**config.mk**
```make
export PLATFORM = sky130hd
export DESIGN_NAME = pfe_alu
export DESIGN_NICKNAME = d
export VERILOG_FILES = /design/src/design/pfe_pkg.sv /design/src/design/pfe_alu.sv
export SDC_FILE = /design/constraint.sdc
export NUM_CORES = 2
export LEC_CHECK = 0
export ABC_CLOCK_PERIOD_IN_PS = 9100
export BUFFER_PORTS_ARGS = -buffer_cell sky130_fd_sc_hd__buf_2
export CAP_MARGIN = 25
export CELL_PAD_IN_SITES_DETAIL_PLACEMENT = 0
export CELL_PAD_IN_SITES_GLOBAL_PLACEMENT = 2
export CORE_ASPECT_RATIO = 0.75
export CORE_UTILIZATION = 37
export DETAILED_ROUTE_END_ITERATION = 10
export PLACE_DENSITY = 0.85
export SYNTH_ARGS = -nofsm -noshare
export SYNTH_HDL_FRONTEND = slang
export SYNTH_SLANG_ARGS = --single-unit
```
**constraint.sdc**
```tcl
create_clock -name clk -period 9.1 [get_ports clk]
set_input_delay 0.91 -clock clk [delete_from_list [all_inputs] [get_ports clk]]
set_output_delay 0.91 -clock clk [all_outputs]
set_load 0.02 [all_outputs]
```
**src/design/pfe_pkg.sv**
```systemverilog
// ----------------------------------------------------------------------------
// pfe_pkg
// Shared constants and types of the postfix expression evaluator.
// ----------------------------------------------------------------------------
package pfe_pkg;

  localparam int unsigned STACK_DEPTH_DEF = 128;
  localparam int unsigned VALUE_WIDTH_DEF = 32;
  localparam int unsigned SYM_W           = 8;
  localparam int unsigned RES_W           = 32;
  localparam int unsigned STAT_W          = 3;

  localparam logic [SYM_W-1:0] CH_ADD  = 8'h2B;
  localparam logic [SYM_W-1:0] CH_SUB  = 8'h2D;
  localparam logic [SYM_W-1:0] CH_MUL  = 8'h2A;
  localparam logic [SYM_W-1:0] CH_DIV  = 8'h2F;
  localparam logic [SYM_W-1:0] CH_POW  = 8'h24;
  localparam logic [SYM_W-1:0] CH_ZERO = 8'h30;
  localparam logic [SYM_W-1:0] CH_NINE = 8'h39;

  typedef enum logic [STAT_W-1:0] {
    ST_OK      = 3'd0,
    ST_ILLEGAL = 3'd1,
    ST_UNDER   = 3'd2,
    ST_OVER    = 3'd3,
    ST_DIVZERO = 3'd4
  } status_t;

  typedef enum logic [1:0] {
    OP_MUL = 2'd0,
    OP_DIV = 2'd1,
    OP_POW = 2'd2
  } aluop_t;

  // request to / response from the multicycle ALU
  typedef struct packed {
    logic   start;
    aluop_t op;
  } alu_req_t;

  typedef struct packed {
    logic done;
    logic zero_err;
  } alu_rsp_t;

endpackage

```
**src/design/pfe_alu.sv**
```systemverilog
// ----------------------------------------------------------------------------
// pfe_alu
// Multicycle multiply, signed divide (restoring, one bit per cycle) and
// power (square-and-multiply, a multiply and a square step per exponent bit).
// ----------------------------------------------------------------------------
module pfe_alu
  import pfe_pkg::*;
#(
  parameter int unsigned VALUE_WIDTH = VALUE_WIDTH_DEF
) (
  input  logic                   clk,
  input  logic                   rst_n,
  input  alu_req_t               req,
  input  logic [VALUE_WIDTH-1:0] opa,
  input  logic [VALUE_WIDTH-1:0] opb,
  output alu_rsp_t               rsp,
  output logic [VALUE_WIDTH-1:0] res
);

  localparam int unsigned W  = VALUE_WIDTH;
  localparam int unsigned CW = $clog2(W + 1);
  localparam logic [CW-1:0] LAST_CNT = CW'(W - 1);

  typedef enum logic [4:0] {
    A_IDLE = 5'b00001,
    A_MUL  = 5'b00010,
    A_DIV  = 5'b00100,
    A_PSQ  = 5'b01000,
    A_DONE = 5'b10000
  } astate_t;

  astate_t        state_r, state_nxt;
  logic [CW-1:0]  cnt_r, cnt_nxt;
  logic [W-1:0]   acc_r, acc_nxt;     // quotient / power accumulator
  logic [W-1:0]   rem_r, rem_nxt;     // remainder / power base
  logic [W-1:0]   dvs_r, dvs_nxt;     // divisor magnitude / exponent
  logic           neg_r, neg_nxt;
  logic           zerr_r, zerr_nxt;
  logic           phase_r, phase_nxt; // power: 0 multiply step, 1 square step

  logic [W-1:0]   mag_a, mag_b, mop_a, mop_b, mprod;
  logic [W:0]     trial;
  logic [W-1:0]   rem_sh;

  assign mag_a = opa[W-1] ? (~opa + 1'b1) : opa;
  assign mag_b = opb[W-1] ? (~opb + 1'b1) : opb;

  // single shared multiplier, result registered before reuse
  always_comb begin
    mop_a = acc_r;
    mop_b = rem_r;
    if (state_r == A_PSQ && phase_r) begin
      mop_a = rem_r;
    end
  end
  assign mprod = W'(mop_a * mop_b);

  assign rem_sh = {rem_r[W-2:0], acc_r[W-1]};
  assign trial  = {1'b0, rem_sh} - {1'b0, dvs_r};

  always_comb begin
    state_nxt = state_r;
    cnt_nxt   = cnt_r;
    acc_nxt   = acc_r;
    rem_nxt   = rem_r;
    dvs_nxt   = dvs_r;
    neg_nxt   = neg_r;
    zerr_nxt  = zerr_r;
    phase_nxt = phase_r;
    case (state_r)
      A_IDLE: begin
        zerr_nxt = 1'b0;
        cnt_nxt  = '0;
        if (req.start) begin
          case (req.op)
            OP_MUL: begin
              acc_nxt   = opa;
              rem_nxt   = opb;
              state_nxt = A_MUL;
            end
            OP_DIV: begin
              acc_nxt   = mag_a;
              rem_nxt   = '0;
              dvs_nxt   = mag_b;
              neg_nxt   = opa[W-1] ^ opb[W-1];
              zerr_nxt  = (opb == '0);
              state_nxt = (opb == '0) ? A_DONE : A_DIV;
            end
            OP_POW: begin
              state_nxt = A_DONE;
              if (opb[W-1]) begin
                if (opa == W'(1)) begin
                  acc_nxt = W'(1);
                end else if (opa == '1) begin
                  acc_nxt = opb[0] ? '1 : W'(1);
                end else if (opa == '0) begin
                  zerr_nxt = 1'b1;
                end else begin
                  acc_nxt = '0;
                end
              end else begin
                acc_nxt   = W'(1);
                rem_nxt   = opa;
                dvs_nxt   = opb;
                phase_nxt = 1'b0;
                state_nxt = A_PSQ;
              end
            end
            default: state_nxt = A_DONE;
          endcase
        end
      end
      A_MUL: begin
        acc_nxt   = mprod;
        state_nxt = A_DONE;
      end
      A_DIV: begin
        if (!trial[W]) begin
          rem_nxt = trial[W-1:0];
          acc_nxt = {acc_r[W-2:0], 1'b1};
        end else begin
          rem_nxt = rem_sh;
          acc_nxt = {acc_r[W-2:0], 1'b0};
        end
        cnt_nxt = cnt_r + 1'b1;
        if (cnt_r == LAST_CNT) begin
          state_nxt = A_DONE;
          if (neg_r) begin
            acc_nxt = ~acc_nxt + 1'b1;
          end
        end
      end
      A_PSQ: begin
        if (!phase_r) begin
          if (dvs_r[0]) begin
            acc_nxt = mprod;
          end
          phase_nxt = 1'b1;
        end else begin
          rem_nxt   = mprod;
          dvs_nxt   = {1'b0, dvs_r[W-1:1]};
          phase_nxt = 1'b0;
          cnt_nxt   = cnt_r + 1'b1;
          if (cnt_r == LAST_CNT || dvs_r[W-1:1] == '0) begin
            state_nxt = A_DONE;
          end
        end
      end
      A_DONE:  state_nxt = A_IDLE;
      default: state_nxt = A_IDLE;
    endcase
  end

  always_ff @(posedge clk) begin
    if (!rst_n) begin
      state_r <= A_IDLE;
    end else begin
      state_r <= state_nxt;
    end
    cnt_r   <= cnt_nxt;
    acc_r   <= acc_nxt;
    rem_r   <= rem_nxt;
    dvs_r   <= dvs_nxt;
    neg_r   <= neg_nxt;
    zerr_r  <= zerr_nxt;
    phase_r <= phase_nxt;
  end

  assign rsp.done     = (state_r == A_DONE);
  assign rsp.zero_err = zerr_r;
  assign res          = acc_r;

endmodule

```
* After elaboration in Yosys (flattened, before gate mapping)
Cells that the tools add are included.
Cells by class: add/subtract/negate cells 5, magnitude comparators 0, reductions and logical operators 16, multiplexer cells 48, div/mod/pow operators 0, eq/ne operators 22, shift-type cells 0, bitwise logic cells 4, $mul 1
Operators by type and width (count):
- $mux 32 | 21
- $pmux 32 s3 | 3
- $pmux 32 s2 | 2
- $pmux 32 s4 | 1
- $add 32x1->32 const B | 3
- $not 32->32 | 3
- $logic_not 32->1 | 2
- $sub 32x32->33 | 1
- $eq 32x1->1 const B | 1
- $eq 32x32->1 const B | 1
- $mul 32x32->32 | 1
- $logic_not 31->1 | 1
- $mux 5 | 6
- $pmux 5 s4 | 1
- $pmux 6 s3 | 1
- $pmux 5 s3 | 1
- $ne 2x2->1 const B | 6
- $reduce_and 5->1 | 2
- $mux 1 | 9
- $reduce_and 4->1 | 2
- $add 6x1->6 const B | 1
- $eq 6x5->1 const B | 1
- $mux 6 | 1
- $ne 6x6->1 const B | 1
- other kinds (22) | 24
Storage, ports and cells: bits in latches 0, RAM bits 0, input bits 69, ROM bits 0, flip-flop bits (word level) 110, memories kept 0, word-level logic and storage cells 104

* Longest topological paths before layout
word-level depth 8, gate-level depth with buffers 37, gate-level depth less buffers 31

* Worst setup path before layout
No wires, ideal clock.
kind flip-flop to flip-flop, from register phase_r, to register acc_r[30] (netlist: res[30]), data pin, setup slack 0.176 ns, stages on the path, launching flop included 30, clock period less this slack 8.924 ns, arrival 8.663 ns, cells stage by stage edfxtp_1 and4bb_2 nand2_4 buf_4 buf_2 buf_1 buf_1 buf_1 mux2i_1 nor2_1 fa_1 inv_1 fa_1 fa_1 fa_1 inv_1 ha_1 ha_1 fa_1 fa_1 ha_1 a21o_1 a221oi_1 nand3b_1 a31o_2 a221oi_1 a211oi_1 o41ai_1 xnor2_1 a221o_1
Between the ends: word-level cells in the longest chain between the ends 6
RTL lines:
- from (decl) | line pfe_alu.sv:39 | logic phase_r, phase_nxt;
- from (signal assigned) | line pfe_alu.sv:166 | phase_r <= phase_nxt;
- $logic_and 1x1->1 * | line pfe_alu.sv:52 | if (state_r == A_PSQ && phase_r) begin
- $mux 32 * | line pfe_alu.sv:52
- $mul 32x32->32 * | line pfe_alu.sv:56 | assign mprod = W'(mop_a * mop_b);
- $mux 32 | line pfe_alu.sv:135 | if (dvs_r[0]) begin
- $mux 32 | line pfe_alu.sv:134 | if (!phase_r) begin
- $pmux 32 s4 * | line pfe_alu.sv:70 | case (state_r)
- via acc_nxt[30] | line pfe_alu.sv:34 | logic [W-1:0] acc_r, acc_nxt;
- to (signal assigned) | line pfe_alu.sv:161 | acc_r <= acc_nxt;
- to (decl) | line pfe_alu.sv:34
The timed path passes the listed nets; every way through them passes the cells marked *. The select of a mux whose other input is x is not followed. A chain may end at the register's enable or synchronous reset.

* Final worst setup path
from register state_r[4], to register rem_r[31] (netlist: mop_b[31]), data pin
Between the ends: word-level cells in the longest chain between the ends 6
RTL lines:
- from (decl) | line pfe_alu.sv:32 | astate_t state_r, state_nxt;
- from (signal assigned) | line pfe_alu.sv:158 | state_r <= state_nxt;
- $eq 5x4->1 | line pfe_alu.sv:52, pfe_alu.sv:70
- $logic_and 1x1->1 | line pfe_alu.sv:52
- $mux 32 | line pfe_alu.sv:52
- $mul 32x32->32 | line pfe_alu.sv:56
- $mux 32 | line pfe_alu.sv:134
- $pmux 32 s3 * | line pfe_alu.sv:70
- via rem_nxt[31] | line pfe_alu.sv:35 | logic [W-1:0] rem_r, rem_nxt;
- to (signal assigned) | line pfe_alu.sv:162 | rem_r <= rem_nxt;
- to (decl) | line pfe_alu.sv:35
Marks and branches as above.

==> results_dict.tcl <==
set metrics [dict create \
    setup_viol 0 \
    critPathMaxFanout 18 \
    num-fill-cells 7211 \
    gp_congestion 0.971 \
    tritoncts "yes" \
    critPathSlowestCell "fa_1" \
    drv_cap 0 \
    grt_use_met2_pct 42.3 \
    final_util_pct 40.9 \
    r2r-start "state_r[4]$_SDFFE_PN0P_" \
    clk_path_buf_depth 2 \
    cp.required_ps 9240 \
    antenna_found_initial 5 \
    area_delta_synth_final_pct 8.94 \
    port_buffers 102 \
    ys_ff_latch 110 \
    post_drt_wl_per_cell_um 26.4 \
    syn_nets 3756 \
    min_path_type "flop to flop" \
    async_reset_ff_share_pct 0 \
    synth-edff-count 105 \
    setup_tns_ps 0 \
    crit_type "flop to flop" \
    grt-busiest-layer "met1" \
    grt_max_degree 88 \
    synth.avg_cell_area_um2 8.50 \
    synth_area_leaders "fa_1 31%, edfxtp_1 12%, ha_1 7.9%" \
    wl_um 109000 \
    finalCritPeriodShare_pct 96.8 \
    startpoint "state_r[4]$_SDFFE_PN0P_" \
    cts_buffers 9 \
    worstPathArrival_ps 8950 \
    yosysSeqAreaShare_pct 12.3 \
    via_per_inst 5.77 \
    grt_usage_pct 30.1 \
    die_w_um 311 \
    placementRows 84 \
    layout.nets 3803 \
    yosys.cell_count.top_type "inv_1" \
    slew-limit-headroom_pct 22.6 \
    cpPeakStageDelay_ps 560 \
    r2r_setup_slack_ps 290 \
    min_period_ps 8810 \
    multi_input_area_um2 20900 \
    finalClockSkew_ps 11.8 \
    io_pins 103 \
    rsz0062_at_grt "no" \
    htree_levels 3 \
    start_util_pct 37.6 \
    worst_slew_pin_slew_ps 1150 \
    crit_family "adder cells" \
    grt_pass1_vias 24000 \
    critical_path_buf_inv_count 7 \
    grt_pass1_wl_um 161000 \
    clk_latency_ps 390 \
    slew_viol_final 0 \
    synth-main-ff-cell "edfxtp_1" \
    critical_path.startpoint_type "flop" \
    synth_top_area_share_pct 31.0 \
    finalHoldViolCount 0 \
    dp_hpwl_um 85200 \
    ant_nets 0 \
    remaining_drc_errors 0 \
    die_y_um 234 \
    crit_path_frequent_cell "fa_1" \
    whs_ps 596 \
    grt_util_met3_pct 8.49 \
    overflow 0 \
    drive_gt1_share_pct 9.29 \
    fmax_ghz 0.114 \
    synth_area_leader_cell "fa_1" \
    synth_area_um2 26400 \
    drtIter0Drc 2805 \
    yosysWarnings 0 \
    register_area_um2 3250 \
    status "completed" \
    synth_cell_types 80 \
    met1_usage_pct 44.8 \
    vias 23700 \
    min-delay-start "state_r[2]$_SDFFE_PN0P_" \
    core_um2 70400 \
    postSynthCellCount 3112 \
    drt_first_pass_iters 6 \
    numClockSinks 110 \
    critPathCaptureType "flop" \
    clkTransAtPathRegs_ps 90 \
    die-area_um2 72600 \
    clock-root-buffer "clkbuf_16" \
    synthTopCellsByCount "448 x inv_1, 409 x fa_1, 396 x nand2_1" \
]
## metal layers
metal | wire [um] | share of wire [%]
met5 | 31 | 0.029
met4 | 2440 | 2.2
met3 | 13600 | 13
met2 | 43600 | 40
met1 | 48900 | 45
## kinds of logic after synthesis
| logic type | Yosys count | share of synthesized area [%] |
|---|---|---|
| and+or+nand+nor | 1067 | 20.2 |
| buffers and inverters | 638 | 9.17 |
| adders and majority gates | 575 | 38.8 |
| AOI/OAI and AO/OA | 526 | 12.7 |
| xor gates and xnor gates | 162 | 5.52 |
| DFF | 110 | 12.3 |
| muxes | 34 | 1.35 |
## registers in the layout, summed over array words and instances, names as in the netlist
register,cells
cnt_r,6
phase_r,1
state_r,5
res,32
zerr_r,1
dvs_r,32
neg_r,1
mop_b,32
## repair_timing
| action | in CTS | in global routing |
|---|---|---|
| gates resized for setup | 0 | 19 |
| setup endpoints to repair | 0 | 10 |
| setup buffers | 0 | 5 |
| hold buffers | 0 | 0 |
## area by class of cell
class / count / area share (%)
timing repair buffer: 225 / 5.12
inverter: 448 / 5.84
clock buffer: 9 / 0.782
tap: 946 / 4.11
clock inverter: 7 / 0.356
sequential: 110 / 11.3
multi-input combinational: 2365 / 72.5
antenna: 4 / 0.0347
## placed cells by master (no fill, tap or decap), types with 43 or more instances in the layout
master,count
a21oi_1,174
and2_1,268
buf_2,102
buf_4,119
edfxtp_1,105
fa_1,409
ha_1,165
inv_1,448
nand2_1,388
nor2_1,130
nor2b_1,43
nor3_1,60
o21ai_0,127
xnor2_1,104
xor2_1,55
## stage by stage
stage	worst slack, ps	cells	instance area (um2)
after floorplan	176	3112	26400
after global placement	200	4085	28300
after detailed placement	69.3	4087	28300
after CTS	20.3	4103	28700
after global routing	20.3	4110	28800
final	290	4114	28800
## worst min-delay path, cell delays in order (launching register included)
cell and delay, ps:
dfxtp_1 360, mux2i_1 140, nor2b_1 60
## worst paths after layout
check	end	depth (start not counted)
worst max-delay path	mop_b[31]$_DFFE_PP_	30
worst min-delay path	state_r[2]$_SDFFE_PN0P_	2
worst max register to register	mop_b[31]$_DFFE_PP_	30
worst min register to register	state_r[2]$_SDFFE_PN0P_	2
Power is not shown: default switching activity piles up to over one toggle a cycle in this logic, so the estimate is an artifact.
